[config.mk]
export PLATFORM = sky130hd
export DESIGN_NAME = fdmd_queue
export DESIGN_NICKNAME = d
export VERILOG_FILES = /design/src/assert_macros.svh /design/src/fdmd_pkg.sv /design/src/fdmd_queue.sv
export SDC_FILE = /design/constraint.sdc
export NUM_CORES = 1
export LEC_CHECK = 0
export BUFFER_PORTS_ARGS = -buffer_cell sky130_fd_sc_hd__buf_2
export CORE_UTILIZATION = 50
export DETAILED_ROUTE_END_ITERATION = 12
export PLACE_DENSITY_LB_ADDON = 0.3
export RECOVER_POWER = 25
export SLEW_MARGIN = 20
export SYNTH_ARGS = -nofsm -noshare
export SYNTH_HDL_FRONTEND = slang
export SYNTH_SLANG_ARGS = --single-unit
export TNS_END_PERCENT = 20
[constraint.sdc]
create_clock -name clk_i -period 1.8 [get_ports clk_i]
set_input_delay 0.36 -clock clk_i [delete_from_list [all_inputs] [get_ports clk_i]]
set_output_delay 0.36 -clock clk_i [all_outputs]
set_load 0.1 [all_outputs]
[src/assert_macros.svh]
// ----------------------------------------------------------------------------
// Assertion macros
// Shared concurrent assertion forms, clocked on clk_i and disabled in reset.
// ----------------------------------------------------------------------------
`ifndef ASSERT_MACROS_SVH
`define ASSERT_MACROS_SVH

// same-cycle implication
`define FDMD_ASSERT_NOW(label, ante, cons) \
  label: assert property (@(posedge clk_i) disable iff (!rst_ni) (ante) |-> (cons)) \
    else $error("assertion failed");

// next-cycle implication
`define FDMD_ASSERT_NEXT(label, ante, cons) \
  label: assert property (@(posedge clk_i) disable iff (!rst_ni) (ante) |=> (cons)) \
    else $error("assertion failed");

`endif

[src/fdmd_pkg.sv]
// ----------------------------------------------------------------------------
// fdmd_pkg
// Types and constants shared by the frame difference motion detector.
// ----------------------------------------------------------------------------
package fdmd_pkg;

  // frame store depth default
  localparam int unsigned MAX_FRAME_PIXELS_DEF = 262144;

  // field widths
  localparam int unsigned LEVEL_W     = 8;
  localparam int unsigned FRAME_PIX_W = 19;
  localparam int unsigned THRESH_W    = 8;
  localparam int unsigned SHARE_W     = 14;
  localparam int unsigned COUNT_W     = 19;
  localparam int unsigned CFG_DATA_W  = 19;
  localparam int unsigned CFG_IDX_W   = 2;

  // gray conversion: (4899R + 9617G + 1868B + 8192) >> 14
  localparam int unsigned GRAY_R     = 4899;
  localparam int unsigned GRAY_G     = 9617;
  localparam int unsigned GRAY_B     = 1868;
  localparam int unsigned GRAY_ROUND = 8192;
  localparam int unsigned GRAY_SHIFT = 14;
  localparam int unsigned SUM_W      = 22;

  // limit comparison: count > floor(P/10000) holds exactly when count*10000 > P
  localparam int unsigned SHARE_SCALE = 10000;
  localparam int unsigned PROD_W      = FRAME_PIX_W + SHARE_W;

  localparam logic [COUNT_W-1:0] COUNT_MAX = '1;

  // decoupling queue
  localparam int unsigned QUEUE_DEPTH = 4;

  // register indexes
  localparam logic [CFG_IDX_W-1:0] CFG_IDX_FRAME_PIXELS = 2'd0;
  localparam logic [CFG_IDX_W-1:0] CFG_IDX_DIFF_THRESH  = 2'd1;
  localparam logic [CFG_IDX_W-1:0] CFG_IDX_CHANGED_SHARE = 2'd2;

  // reset values
  localparam logic [FRAME_PIX_W-1:0] FRAME_PIXELS_RST = 19'd76800;
  localparam logic [THRESH_W-1:0]    DIFF_THRESH_RST  = 8'd25;
  localparam logic [SHARE_W-1:0]     CHANGED_SHARE_RST = 14'd100;

  typedef struct packed {
    logic [LEVEL_W-1:0] red_level;
    logic [LEVEL_W-1:0] green_level;
    logic [LEVEL_W-1:0] blue_level;
    logic               inside_region;
    logic               end_of_frame;
  } pixel_in_t;

  typedef struct packed {
    logic [COUNT_W-1:0] changed_count;
    logic               motion_detected;
  } result_t;

  // classified pixel as it travels through the queue
  typedef struct packed {
    logic [LEVEL_W-1:0] gray;
    logic               inside_region;
    logic               end_of_frame;
    logic               primed;
  } pix_info_t;

  typedef struct packed {
    logic [FRAME_PIX_W-1:0] frame_pixels;
    logic [THRESH_W-1:0]    difference_threshold;
    logic [SHARE_W-1:0]     changed_share;
  } cfg_t;

  typedef struct packed {
    logic full;
    logic empty;
  } q_status_t;

endpackage

[src/fdmd_queue.sv]
// ----------------------------------------------------------------------------
// fdmd_queue
// Short first-in first-out queue between the front and back parts.
// ----------------------------------------------------------------------------
module fdmd_queue #(
  parameter int unsigned DATA_W = 8
) (
  input  logic                  clk_i,
  input  logic                  rst_ni,
  input  logic                  push_i,
  input  logic [DATA_W-1:0]     data_i,
  input  logic                  pop_i,
  output logic [DATA_W-1:0]     data_o,
  output fdmd_pkg::q_status_t   status_o
);
  import fdmd_pkg::*;

  localparam int unsigned PtrW = $clog2(QUEUE_DEPTH);
  localparam int unsigned CntW = $clog2(QUEUE_DEPTH + 1);

  logic [DATA_W-1:0] entry_q [QUEUE_DEPTH];
  logic [PtrW-1:0]   wr_ptr_q, rd_ptr_q;
  logic [CntW-1:0]   count_q;

  assign status_o.full  = (count_q == CntW'(QUEUE_DEPTH));
  assign status_o.empty = (count_q == '0);
  assign data_o         = entry_q[rd_ptr_q];

  // pointers and fill level
  always_ff @(posedge clk_i or negedge rst_ni) begin
    if (!rst_ni) begin
      wr_ptr_q <= '0;
      rd_ptr_q <= '0;
      count_q  <= '0;
    end else begin
      if (push_i) begin
        wr_ptr_q <= wr_ptr_q + PtrW'(1);
      end
      if (pop_i) begin
        rd_ptr_q <= rd_ptr_q + PtrW'(1);
      end
      if (push_i && !pop_i) begin
        count_q <= count_q + CntW'(1);
      end else if (pop_i && !push_i) begin
        count_q <= count_q - CntW'(1);
      end
    end
  end

  // storage
  always_ff @(posedge clk_i) begin
    if (push_i) begin
      entry_q[wr_ptr_q] <= data_i;
    end
  end

endmodule

; ---- After elaboration in Yosys (flattened, before gate mapping)
; Memory sizes are Yosys's and may differ from the RTL's.
; Index checks and enable logic that the tools add are counted.
[word_totals]
mem_count = 1
ff_bits = 7
inputBits = 12
ramBits = 32
output_inout_bits = 10
[mem_list]
columns = memory, words, width, read_ports, rd_ports_with_merged_regs, wr, line
row1 = entry_q, 4, 8, 1, 0, 1, fdmd_queue.sv:21  ; logic [DATA_W-1:0] entry_q [QUEUE_DEPTH];
[op_classes]
addsub = 4
n_reduce_logical = 6
n_eq_ne = 1
mux = 4
[ops]
columns = operator, n
row1 = $mux W3, 2
row2 = $add A2 B1 Y2 const B, 2
row3 = $add A3 B1 Y3 const B, 1
row4 = $eq A3 B3 Y1 const B, 1
row5 = $logic_not A3 Y1, 1
row6 = $sub A3 B1 Y3 const B, 1
row7 = $logic_and A1 B1 Y1, 2
row8 = $logic_not A1 Y1, 2
row9 = $mux W1, 2
row10 = $reduce_bool A2 Y1, 1

; ---- Logic depth before layout (Yosys ltp)
[logic_depth]
ltp_word = 4
ltp_mapped = 7

; ---- Least setup slack after synthesis
; OpenSTA, ideal clock, no wires.
[synth_timing]
path_kind = reg-to-output
start = reg count_q[0]
end = out status_o[1] (netlist bit)
path_stages_with_launch = 2
t_arrival_ps = 2653
setup_slack_ps = -1213
n_path_buf = 0
path_cell_list = dfrtp_1 nor3b_1
[synth_lines]
columns = item, line
row1 = "start, declared", fdmd_queue.sv:23  ; logic [CntW-1:0] count_q;
row2 = "start signal, assigned", fdmd_queue.sv:43  ; count_q <= count_q + CntW'(1);
row3 = "start signal, assigned", fdmd_queue.sv:45  ; count_q <= count_q - CntW'(1);
row4 = "end, declared", fdmd_queue.sv:14  ; output fdmd_pkg::q_status_t status_o

; ---- Final worst setup path
[layout_timing]
start = reg rd_ptr_q[0]
end = out data_o[2]
[layout_between]
elab_chain_len = 1
[layout_lines]
columns = item, line
row1 = "start, declared", fdmd_queue.sv:22  ; logic [PtrW-1:0] wr_ptr_q, rd_ptr_q;
row2 = "start signal, assigned", fdmd_queue.sv:40  ; rd_ptr_q <= rd_ptr_q + PtrW'(1);
row3 = $mem_v2 Z4 W8, --
row4 = "end, declared", fdmd_queue.sv:13  ; output logic [DATA_W-1:0] data_o,
; Every way passes these cells.

==> flow_metrics.env <==
export IMPL_synth_cell_types=17
export IMPL_cts_root_buf="clkbuf_4"
export IMPL_rsz0062_at_grt="true"
export IMPL_grt_pass1_wl_mm=3.92
export IMPL_final_antenna_net_count=0
export IMPL_finClkSkew_ns=0.00863
export IMPL_grt_max_degree=13
export IMPL_synth_top_family_by_area="multiplexers"
export IMPL_grt_pass1_vias=791
export IMPL_die_h_um=57.6
export IMPL_wire_per_inst_um=16.9
export IMPL_crit_path_end_kind="output pin"
export IMPL_worstPathMaxFanout=4
export IMPL_synthMuxAreaShare_pct=12.4
export IMPL_core_area_sq_mm=0.00285
export IMPL_cts_sinks=39
export IMPL_drive_gt1_share_pct=34.0
export IMPL_violations="design-rule violations, negative setup slack"
export IMPL_cap_violations=0
export IMPL_drt_iter0_markers=32
export IMPL_vias=705
export IMPL_cts_clk_slew_worst_paths_ns=0.10
export IMPL_hold_viol_final=0
export IMPL_die_w_um=57.6
export IMPL_wirelength_mm=2.32
export IMPL_criticalPathCategory="flip-flop to output pin"
export IMPL_multi_input_area_sq_um=390
export IMPL_worstSkewPairLatency_ns=0.33
export IMPL_synth_compound_area_share_pct=0.323
export IMPL_top_layer="met4"
export IMPL_fin_ws_ns=-0.137
export IMPL_start_util_pct=54.3
export IMPL_cts_made_buffers=5
export IMPL_synth_area_sq_mm=0.00155
export IMPL_hpwl_mm=1.58
export IMPL_ys_warnings_count=0
export IMPL_setup_viol=8
export IMPL_synth_xor_area_share_pct=3.40
export IMPL_synthAdderAreaFrac_pct=5.34
export IMPL_dieArea_sq_mm=0.00332
export IMPL_syn_nets=94
export IMPL_status="finished with violations"
export IMPL_slew_viol_final=0
export IMPL_syn_inst=76
export IMPL_yosysSeqAreaShare_pct=73.4
export IMPL_worst_slew_pin_slew_ns=0.464
export IMPL_fin_util_pct=63.8
export IMPL_required_ns=1.44
export IMPL_ff_latch_area_sq_mm=0.00114
export IMPL_crit_arrival_ns=1.58
export IMPL_syn_area_per_cell_sq_um=20.4
export IMPL_final_nets=123
export IMPL_fmax_ghz=0.516
export IMPL_startpoint_type="flip-flop"
export IMPL_htree_levels=2
export IMPL_clockBufferDepth=2
export IMPL_via_per_inst=5.15
export IMPL_drc=3
export IMPL_met3_length_um=87
export IMPL_cts_tree="yes"
export IMPL_ys_ff_latch=39
export IMPL_dr_pass1_iters=8
export IMPL_drt_met1_wl_mm=1.00
export IMPL_hp_class="input pin to flip-flop"
export IMPL_yosys_area_share_simple_pct=3.15
export IMPL_fillCellCount=211
export IMPL_area_growth_pct=17.6
export IMPL_relSlewSlack_pct=69.0
export IMPL_grt_antenna_before_repair=0
export IMPL_io_pins=22
export IMPL_place_gp_congestion=0.655
export IMPL_grt_overflow_total=0
export IMPL_rows=19
export IMPL_post_cts_setup_buffers=0
export IMPL_period_share_pct=108
export IMPL_gr_usage_all_layers_pct=17.2
export IMPL_wl_met2_mm=1.20
export IMPL_io_buffers=21
export IMPL_diodes=0
export IMPL_fin_crit_ns=1.94
flip-flops by register name, summed over array words and instances (netlist names):
register and cells:
rd_ptr_q 2, count_q 3, entry_q 32, wr_ptr_q 2
critical path, cell delays in order (launching register included):
cell     delay, ns
dfrtp_1       0.37
buf_4         0.15
mux4_2        0.52
buf_6         0.20
logic make-up (layout without fill, tap and decap cells):
logic type,after synthesis,after routing
buf+inv,6,36
mux,9,9
xor+xnor,6,6
simple gates,9,9
flops,39,39
fa+ha+maj,6,6
compound gates,1,1
placed cells by master, fill, tap and decap left out:
cell type	instances
and2_1	4
buf_2	5
buf_4	1
buf_6	8
buf_8	1
clkbuf_1	7
clkbuf_4	7
clkinv_2	1
clkinvlp_4	1
dfrtp_1	6
dfrtp_2	1
dlygate4sd3_1	1
edfxtp_1	32
fa_1	1
ha_1	5
inv_1	4
mux2_2	1
mux4_2	8
nand2_1	2
nor2_1	1
nor3_2	1
nor3b_2	1
o21ai_0	1
xnor2_1	2
xor2_1	4
synthesized netlist by cell type:
master    instances  area share (%)
buf_2             1            0.32
buf_6             1            0.73
edfxtp_1         32              62
mux4_2            8              12
dfrtp_1           7              11
o21ai_0           1            0.32
fa_1              1             1.3
xnor2_1           2             1.1
nand2_1           2            0.49
xor2_1            4             2.3
nor3b_1           1            0.49
inv_1             4            0.97
ha_1              5             4.0
nor3_1            1            0.32
mux2_2            1            0.73
nor2_1            1            0.24
and2_1            4             1.6
metrics by stage:
step / worst slack (ns) / instance area [sq um] / hold WS (ns) / instances / setup TNS (ns)
floorplan: -0.237 / 1560 / 0.0644 / 76 / -0.467
global placement: 0.129 / 1700 / 0.203 / 128 / 0
detailed placement: 0.106 / 1700 / 0.203 / 128 / 0
CTS: -0.156 / 1820 / 0.226 / 137 / -1.10
global route: -0.200 / 1820 / 0.217 / 137 / -1.48
finish: -0.137 / 1820 / 0.238 / 137 / -0.942
metal layers:
layer	track usage, %	vias up
li1	-	341
met1	21.2	343
met2	28.9	17
met3	5.36	4
met4	6.27	0
met5	0	-
what timing repair did:
| item | 4_1_cts | 5_1_grt |
|---|---|---|
| gates resized for setup | 19 | 2 |
| endpoints found under the setup margin | 8 | 10 |
| hold endpoints to repair | 7 | 0 |
| hold buffers | 1 | 0 |
worst paths after layout:
check / start / to / slack [ns] / cells after the start
worst max register to register: count_q[0]$_DFFE_PN0P_ / count_q[2]$_DFFE_PN0P_ / 0.39 / 4
worst min-delay path: pop_i / rd_ptr_q[0]$_DFFE_PN0P_ / 0.24 / 2
worst max-delay path: rd_ptr_q[0]$_DFFE_PN0P_ / data_o[2] / -0.14 / 3
max in group asynchronous: rst_ni / rd_ptr_q[1]$_DFFE_PN0P_ / 1.24 / 2
worst min register to register: count_q[2]$_DFFE_PN0P_ / count_q[2]$_DFFE_PN0P_ / 0.52 / 1
min in group asynchronous: rst_ni / count_q[2]$_DFFE_PN0P_ / 0.38 / 2
area by class of cell:
type                            count  area share [%]
Sequential cell                    39            62.5
Multi-Input combinational cell     31            21.4
Clock buffer                        6            2.27
Timing Repair Buffer               24            10.2
Clock inverter                      2           0.687
Tap cell                           31            2.13
Inverter                            4           0.825
Power is not shown: default switching activity piles up to over one toggle a cycle in this logic, so the estimate is an artifact.
