===== config.mk =====
export PLATFORM = sky130hd
export DESIGN_NAME = fdmd_front
export DESIGN_NICKNAME = d
export VERILOG_FILES = /design/src/assert_macros.svh /design/src/fdmd_pkg.sv /design/src/fdmd_front.sv
export SDC_FILE = /design/constraint.sdc
export NUM_CORES = 1
export LEC_CHECK = 0
export BUFFER_PORTS_ARGS = -buffer_cell sky130_fd_sc_hd__buf_2
export CORE_MARGIN = 4
export CORE_UTILIZATION = 48
export CTS_BUF_LIST = sky130_fd_sc_hd__clkbuf_2
export CTS_CLUSTER_DIAMETER = 60
export DETAILED_ROUTE_END_ITERATION = 12
export PLACE_DENSITY_LB_ADDON = 0.1
export SETUP_SLACK_MARGIN = 0.05
export SLEW_MARGIN = 20
export SYNTH_ARGS = -nofsm -noshare
export SYNTH_HDL_FRONTEND = slang
export SYNTH_SLANG_ARGS = --single-unit

===== constraint.sdc =====
create_clock -name clk_i -period 4.15 [get_ports clk_i]
set_clock_uncertainty 0.1 [all_clocks]
set_input_delay 0.6225 -clock clk_i [delete_from_list [all_inputs] [get_ports clk_i]]
set_output_delay 0.6225 -clock clk_i [all_outputs]
set_load 0.02 [all_outputs]

===== src/assert_macros.svh =====
// ----------------------------------------------------------------------------
// Assertion macros
// Shared concurrent assertion forms, clocked on clk_i and disabled in reset.
// ----------------------------------------------------------------------------
`ifndef ASSERT_MACROS_SVH
`define ASSERT_MACROS_SVH

// same-cycle implication
`define FDMD_ASSERT_NOW(label, ante, cons) \
  label: assert property (@(posedge clk_i) disable iff (!rst_ni) (ante) |-> (cons)) \
    else $error("assertion failed");

// next-cycle implication
`define FDMD_ASSERT_NEXT(label, ante, cons) \
  label: assert property (@(posedge clk_i) disable iff (!rst_ni) (ante) |=> (cons)) \
    else $error("assertion failed");

`endif


===== src/fdmd_pkg.sv =====
// ----------------------------------------------------------------------------
// fdmd_pkg
// Types and constants shared by the frame difference motion detector.
// ----------------------------------------------------------------------------
package fdmd_pkg;

  // frame store depth default
  localparam int unsigned MAX_FRAME_PIXELS_DEF = 262144;

  // field widths
  localparam int unsigned LEVEL_W     = 8;
  localparam int unsigned FRAME_PIX_W = 19;
  localparam int unsigned THRESH_W    = 8;
  localparam int unsigned SHARE_W     = 14;
  localparam int unsigned COUNT_W     = 19;
  localparam int unsigned CFG_DATA_W  = 19;
  localparam int unsigned CFG_IDX_W   = 2;

  // gray conversion: (4899R + 9617G + 1868B + 8192) >> 14
  localparam int unsigned GRAY_R     = 4899;
  localparam int unsigned GRAY_G     = 9617;
  localparam int unsigned GRAY_B     = 1868;
  localparam int unsigned GRAY_ROUND = 8192;
  localparam int unsigned GRAY_SHIFT = 14;
  localparam int unsigned SUM_W      = 22;

  // limit comparison: count > floor(P/10000) holds exactly when count*10000 > P
  localparam int unsigned SHARE_SCALE = 10000;
  localparam int unsigned PROD_W      = FRAME_PIX_W + SHARE_W;

  localparam logic [COUNT_W-1:0] COUNT_MAX = '1;

  // decoupling queue
  localparam int unsigned QUEUE_DEPTH = 4;

  // register indexes
  localparam logic [CFG_IDX_W-1:0] CFG_IDX_FRAME_PIXELS = 2'd0;
  localparam logic [CFG_IDX_W-1:0] CFG_IDX_DIFF_THRESH  = 2'd1;
  localparam logic [CFG_IDX_W-1:0] CFG_IDX_CHANGED_SHARE = 2'd2;

  // reset values
  localparam logic [FRAME_PIX_W-1:0] FRAME_PIXELS_RST = 19'd76800;
  localparam logic [THRESH_W-1:0]    DIFF_THRESH_RST  = 8'd25;
  localparam logic [SHARE_W-1:0]     CHANGED_SHARE_RST = 14'd100;

  typedef struct packed {
    logic [LEVEL_W-1:0] red_level;
    logic [LEVEL_W-1:0] green_level;
    logic [LEVEL_W-1:0] blue_level;
    logic               inside_region;
    logic               end_of_frame;
  } pixel_in_t;

  typedef struct packed {
    logic [COUNT_W-1:0] changed_count;
    logic               motion_detected;
  } result_t;

  // classified pixel as it travels through the queue
  typedef struct packed {
    logic [LEVEL_W-1:0] gray;
    logic               inside_region;
    logic               end_of_frame;
    logic               primed;
  } pix_info_t;

  typedef struct packed {
    logic [FRAME_PIX_W-1:0] frame_pixels;
    logic [THRESH_W-1:0]    difference_threshold;
    logic [SHARE_W-1:0]     changed_share;
  } cfg_t;

  typedef struct packed {
    logic full;
    logic empty;
  } q_status_t;

endpackage


===== src/fdmd_front.sv =====
// ----------------------------------------------------------------------------
// fdmd_front
// Accepts pixels, tags each with its store address and primed flag and
// converts it to gray before pushing it into the queue.
// ----------------------------------------------------------------------------
module fdmd_front #(
  parameter int unsigned MAX_FRAME_PIXELS = fdmd_pkg::MAX_FRAME_PIXELS_DEF,
  localparam int unsigned AddrW = $clog2(MAX_FRAME_PIXELS)
) (
  input  logic                clk_i,
  input  logic                rst_ni,
  input  logic                in_valid_i,
  output logic                in_ready_o,
  input  fdmd_pkg::pixel_in_t in_pixel_i,
  input  logic                q_full_i,
  output logic                q_push_o,
  output logic [AddrW-1:0]    q_addr_o,
  output fdmd_pkg::pix_info_t q_info_o
);
  import fdmd_pkg::*;

  localparam logic [AddrW-1:0] LastAddr = AddrW'(MAX_FRAME_PIXELS - 1);

  logic             accept;
  logic [AddrW-1:0] pos_q, pos_d;
  logic             primed_q;
  logic             s1_v_q;
  logic [SUM_W-1:0] prod_r_q, prod_g_q, prod_b_q;
  logic [AddrW-1:0] s1_addr_q;
  logic             s1_region_q, s1_last_q, s1_primed_q;
  logic [SUM_W-1:0] gray_sum;

  // stage advances whenever the queue has room
  assign q_push_o   = s1_v_q && !q_full_i;
  assign in_ready_o = !s1_v_q || !q_full_i;
  assign accept     = in_valid_i && in_ready_o;

  // raster position, wraps at the store depth and restarts after end of frame
  always_comb begin
    if (in_pixel_i.end_of_frame || pos_q == LastAddr) begin
      pos_d = '0;
    end else begin
      pos_d = pos_q + AddrW'(1);
    end
  end

  always_ff @(posedge clk_i or negedge rst_ni) begin
    if (!rst_ni) begin
      pos_q    <= '0;
      primed_q <= 1'b0;
      s1_v_q   <= 1'b0;
    end else begin
      if (accept) begin
        pos_q <= pos_d;
        if (in_pixel_i.end_of_frame) begin
          primed_q <= 1'b1;
        end
      end
      if (in_ready_o) begin
        s1_v_q <= in_valid_i;
      end
    end
  end

  // weighted channel products
  always_ff @(posedge clk_i) begin
    if (accept) begin
      prod_r_q    <= SUM_W'(in_pixel_i.red_level) * SUM_W'(GRAY_R);
      prod_g_q    <= SUM_W'(in_pixel_i.green_level) * SUM_W'(GRAY_G);
      prod_b_q    <= SUM_W'(in_pixel_i.blue_level) * SUM_W'(GRAY_B);
      s1_addr_q   <= pos_q;
      s1_region_q <= in_pixel_i.inside_region;
      s1_last_q   <= in_pixel_i.end_of_frame;
      s1_primed_q <= primed_q;
    end
  end

  // rounded sum, top bits give the gray level
  assign gray_sum = prod_r_q + prod_g_q + prod_b_q + SUM_W'(GRAY_ROUND);

  assign q_addr_o               = s1_addr_q;
  assign q_info_o.gray          = gray_sum[GRAY_SHIFT +: LEVEL_W];
  assign q_info_o.inside_region = s1_region_q;
  assign q_info_o.end_of_frame  = s1_last_q;
  assign q_info_o.primed        = s1_primed_q;

endmodule


---- Word level (Yosys, flattened, before mapping) ----
Index checks and enable logic that the tools add are counted.
storage, ports and cells
  bits in registers ....................... 101
  logic and storage cells ................. 26
  bits of input ports ..................... 30
operators by class
  reduce and logical (&&, ||, !) cells .... 7
  multiplexer cells ....................... 1
  add/sub/neg operators ................... 4
  equal/unequal tests ..................... 1
  multipliers ............................. 3
operators by type and width
  cell                                                number
  adder 21 x 22 -> 22 bit                             1
  adder 22 x 14 -> 22 bit, second input constant      1
  adder 22 x 19 -> 22 bit                             1
  multiplier 8 x 14 -> 22 bit, second input constant  1
  multiplier 8 x 13 -> 21 bit, second input constant  1
  adder 18 x 1 -> 18 bit, second input constant       1
  equality test 18 bit, second input constant         1
  2-to-1 mux 18 bit                                   1
  multiplier 8 x 9 -> 17 bit, second input constant   1
  logical AND 1 bit                                   2
  logical NOT 1 bit                                   2
  logical OR 1 bit                                    2
  AND reduction 2 bit                                 1

---- Longest topological paths before layout ----
  depth in word-level cells ............... 4
  mapped depth ............................ 15

---- Worst setup path before layout ----
OpenSTA, ideal clock, no wires.
  path type ............................... in2reg
  start point ............................. input in_pixel_i[4] in the netlist's numbering
  end point ............................... register prod_b_q[18] (data pin)
  stages .................................. 14
  data arrival time ....................... 3.991 ns
  setup time .............................. 0.136 ns
  slack ................................... -0.077 ns
  path through ............................ inv_1 -> fa_1 -> inv_1 -> ha_1 -> fa_1 -> inv_1 -> fa_1 -> inv_1 -> ha_1 -> and3_1 -> a21boi_0 -> o21ai_0 -> or4_1 -> nand3_1
on the way
  word-level cells in the longest chain between the ends .. 1
ends and longest elaborated chain
  element                     RTL line          text
  start, declared             fdmd_front.sv:14  input fdmd_pkg::pixel_in_t in_pixel_i,
  multiplier 8 x 9 -> 17 bit  fdmd_front.sv:70  prod_b_q <= SUM_W'(in_pixel_i.blue_level) * SUM_W'(GRAY_B);
  end signal, assigned        fdmd_front.sv:70
  end, declared               fdmd_front.sv:28  logic [SUM_W-1:0] prod_r_q, prod_g_q, prod_b_q;
Every way passes these cells.
A chain may end at the register's enable or synchronous reset.

==> out/summary.txt <==
dominant synthesized flop cell -> edfxtp_1
fraction of registers with async set/reset -> 19.8%
mean routed wirelength per cell -> 15.7 um
classification of the worst-slack hold path -> input pin to register
path depth of the worst reg2reg path -> 8
worst-path maximum fanout -> 2
total number of clock tree sinks -> 101
Ports -> 61
Critical path buffers and inverters -> 1
routability congestion estimate -> 0.834
critical path type -> register to output pin
count of placed standard cells in the final layout, fillers left out -> 1,147
Final Cycle Share -> 104%
Total Die Area -> 0.0209 mm^2
most common cell after layout, fill and taps aside -> ha_1
Arr. time, crit path -> 3.59 ns
Power Density -> 689 mW/mm^2
number of remaining DRC errors -> 0
maximum number of pins on one net before global-route repair -> 59
global routing usage on met2 -> 31.7%
number of maximum-capacitance constraint violations -> 0
Num CTS Buffers -> 9
met1 track demand over resource -> 24.0%
hold-critical path depth -> 2
Setup WS post-layout -> -0.166 ns
floorplan die height -> 145 um
cell area after synthesis -> 0.00895 mm^2
root buffer selected by CTS -> clkbuf_2
main area contributors after synthesis -> edfxtp_1 27%, ha_1 26%, fa_1 14%, dfrtp_1 5.6%, inv_1 5.0%
Synth top area share -> 27.2%
clock latency at the later pin of the worst-skew pair -> 0.62 ns
worst min-delay path startpoint -> in_valid_i
met3 routing resource usage after global routing -> 2.45%
Internal Dissipation -> 3950 uW
HPWL after detailed placement -> 14,400 um
leakage component of the power -> 0.00501 uW
core area -> 0.0181 mm^2
number of synthesized flops with an enable pin -> 81
multiplexer area fraction after synthesis -> 0.350%
# fillers -> 1,540
post-layout minimum cycle time -> 4.32 ns
multi-input gate area in the final layout -> 0.00592 mm^2
Clk pin slew, worst setup/hold paths -> 0.33 ns
setup repair after global routing missed its margin -> true
average cell area after synthesis -> 11.3 um^2
H-tree Lvls -> 3
worst hold slack -> 0.0739 ns
peak clock frequency supported by timing -> 232 MHz
flops & latches, synth -> 101
first-pass detailed-route iteration total -> 4
vias in the first global route -> 6,284
failing checks -> negative setup slack
Yosys warnings -> 0
run status -> finished, violations left
combinational family with the most area after synthesis -> adder cells
clock tree from TritonCTS -> built
cell row count -> 49
number of placed cells counting well taps -> 1,121
proportion of power drawn by the clock network -> 6.8%
Layout area overhead -> 16.7%
post-DR vias/cell -> 5.26
synthesized net count -> 1,070
number of nets in the layout -> 1,189
area share of fa/ha/maj cells after synthesis -> 39.7%
1st-iter DRT viols -> 257
endpoint of the worst hold-timing path -> s1_v_q$_DFFE_PN0N_
storage element area -> 0.00293 mm^2
worst reg2reg path endpoint -> pos_q[17]$_DFFE_PN0P_
via count -> 6,036
worst-path cell chain -> fa_1, ha_4, ha_4, a21o_1, a221o_1, a22oi_1, o21ai_1, a21oi_1, xnor2_1, buf_4
Least-Margin Pin Slew -> 0.738 ns
number of pins with negative max-slew slack in the final report -> 0
die width -> 145 um
kind of cell adding the most delay to the critical path -> compound AO/OA/AOI/OAI gates
post-synthesis simple-gate area fraction -> 8.78%
nature of the critical path endpoint -> output pin
register-to-register setup slack -> 1.71 ns
Total Routed Length -> 18,000 um
ANT nets after route -> 0
antenna violations before repair -> 1
switching share of power -> 45.1%
sequential group share of total power -> 20.3%
top library cells by usage in the layout, fill and taps aside -> 169 x ha_1, 114 x inv_1, 81 x edfxtp_1, 59 x fa_1, 53 x buf_4
data required time at the worst endpoint -> 3.43 ns
Final setup viols -> 8
Unique masters post-synth -> 54
combinational cell fraction of total power -> 72.9%
global routing usage summed across all routing layers -> 18.0%
deepest clock path buffer count -> 2
headroom to the max-slew limit -> 50.8%
nature of the critical path startpoint -> register
Critical Path Max Stage Delay -> 0.53 ns
power spent charging and discharging nets -> 3240 uW
starting density of the core -> 49.3%
post-synthesis xor/xnor area fraction -> 5.48%
first-pass GRT wire length -> 29,900 um
count of endpoints failing hold in the final timing report -> 0
CP max stage cell -> fa_1
RR Startpoint -> s1_v_q$_DFFE_PN0N_
share of cells above drive strength 1 -> 20.3%
Synth Area in Compound Gates -> 7.62%
number of standard cells after synthesis -> 793
sequential area share after synthesis -> 32.8%
PortBufs -> 60
Max VDD drop -> 527 uV
largest area contributor in the synthesized netlist -> edfxtp_1
cell repeated most along the worst path -> ha_4
Top Usage Layer GRT -> met2
post-layout power -> 7200 uW
Fin Setup TNS -> -0.735 ns
remaining global-route overflow -> 0
[Yosys cell counts (16+ instances only)]
cell type	n
ha_1	186
inv_1	119
edfxtp_1	81
fa_1	61
nor2_1	46
a21oi_1	35
xnor2_1	31
nand2_1	26
xor2_1	25
nand3_1	23
dfrtp_1	20
o21ai_0	16
[power by group through the flow]
stage / Combinational [uW] / Clock [uW] / Sequential (uW)
3_3_place_gp: 3850 / 0 / 1480
3_5_place_dp: 3900 / 0 / 1480
5_1_grt: 5780 / 539 / 1480
4_1_cts: 4730 / 502 / 1460
2_1_floorplan: 2750 / 0 / 1450
6_report: 5250 / 489 / 1460
[cell type report]
| cell class | count | area share [%] |
|---|---|---|
| Clock buffer | 9 | 0.431 |
| Tap cell | 229 | 2.74 |
| Sequential cell | 101 | 28.1 |
| Antenna cell | 1 | 0.0240 |
| Inverter | 119 | 4.29 |
| Multi-Input combinational cell | 569 | 56.7 |
| Timing Repair Buffer | 112 | 7.03 |
| Clock inverter | 7 | 0.743 |
[routing by layer]
metal  vias up  part of all wire, %
li1       3005                    -
met4         0                  1.2
met2       106                   49
met5         -                    0
met3        19                  3.2
met1      2906                   46
[metrics by stage]
step	cell area, um^2	utilization, %	setup WS [ns]
2_1_floorplan	8950	-	0.0776
3_3_place_gp	9830	54.2	-0.107
3_5_place_dp	9830	54.2	-0.214
4_1_cts	10300	56.5	-0.184
5_1_grt	10400	57.5	-0.315
6_report	10400	57.5	-0.166
[worst register-to-register path: stages (launching register included)]
cell and delay (ns):
dfrtp_1 0.45, nand2_1 0.09, nand2_1 0.14, clkinv_2 0.41, nand4_1 0.40, nor3_1 0.39
nand3_1 0.16, xor2_1 0.15, nor2_1 0.05
[state kept, by name, summed over array words and instances, names as in the netlist, 17 cells and up]
signal	count
pos_q	18
prod_b_q	17
prod_r_q	21
q_addr_o	18
prod_g_q	22
[repair_timing]
item                                    CTS  global route
pin swaps                                33            22
setup buffers                             4             3
endpoints found under the setup margin    8             8
hold endpoints to repair                 21             0
hold buffers                              2             0
resized for setup                        51            23
[cell families after synthesis]
kind of cell             after synthesis
AND/OR/NAND/NOR                      158
AO/OA/AOI/OAI                        105
buffers and inverters                123
XOR/XNOR                              56
multiplexers                           3
adder cells (fa/ha/maj)              247
flip-flops                           101
[how the worst max path moves through the flow]
stage | from | to | slack [ns] | cells past startpoint
floorplan | in_pixel_i[4] | prod_b_q[18]$_DFFE_PP_ | 0.08 | 14
global placement | in_pixel_i[4] | prod_b_q[18]$_DFFE_PP_ | -0.11 | 15
detailed placement | in_pixel_i[4] | prod_b_q[18]$_DFFE_PP_ | -0.21 | 15
CTS | prod_b_q[7]$_DFFE_PP_ | q_info_o[9] | -0.18 | 10
global route | prod_g_q[7]$_DFFE_PP_ | q_info_o[10] | -0.32 | 10
finish | prod_g_q[6]$_DFFE_PP_ | q_info_o[4] | -0.17 | 10
Power figures use the tool's default switching activity.
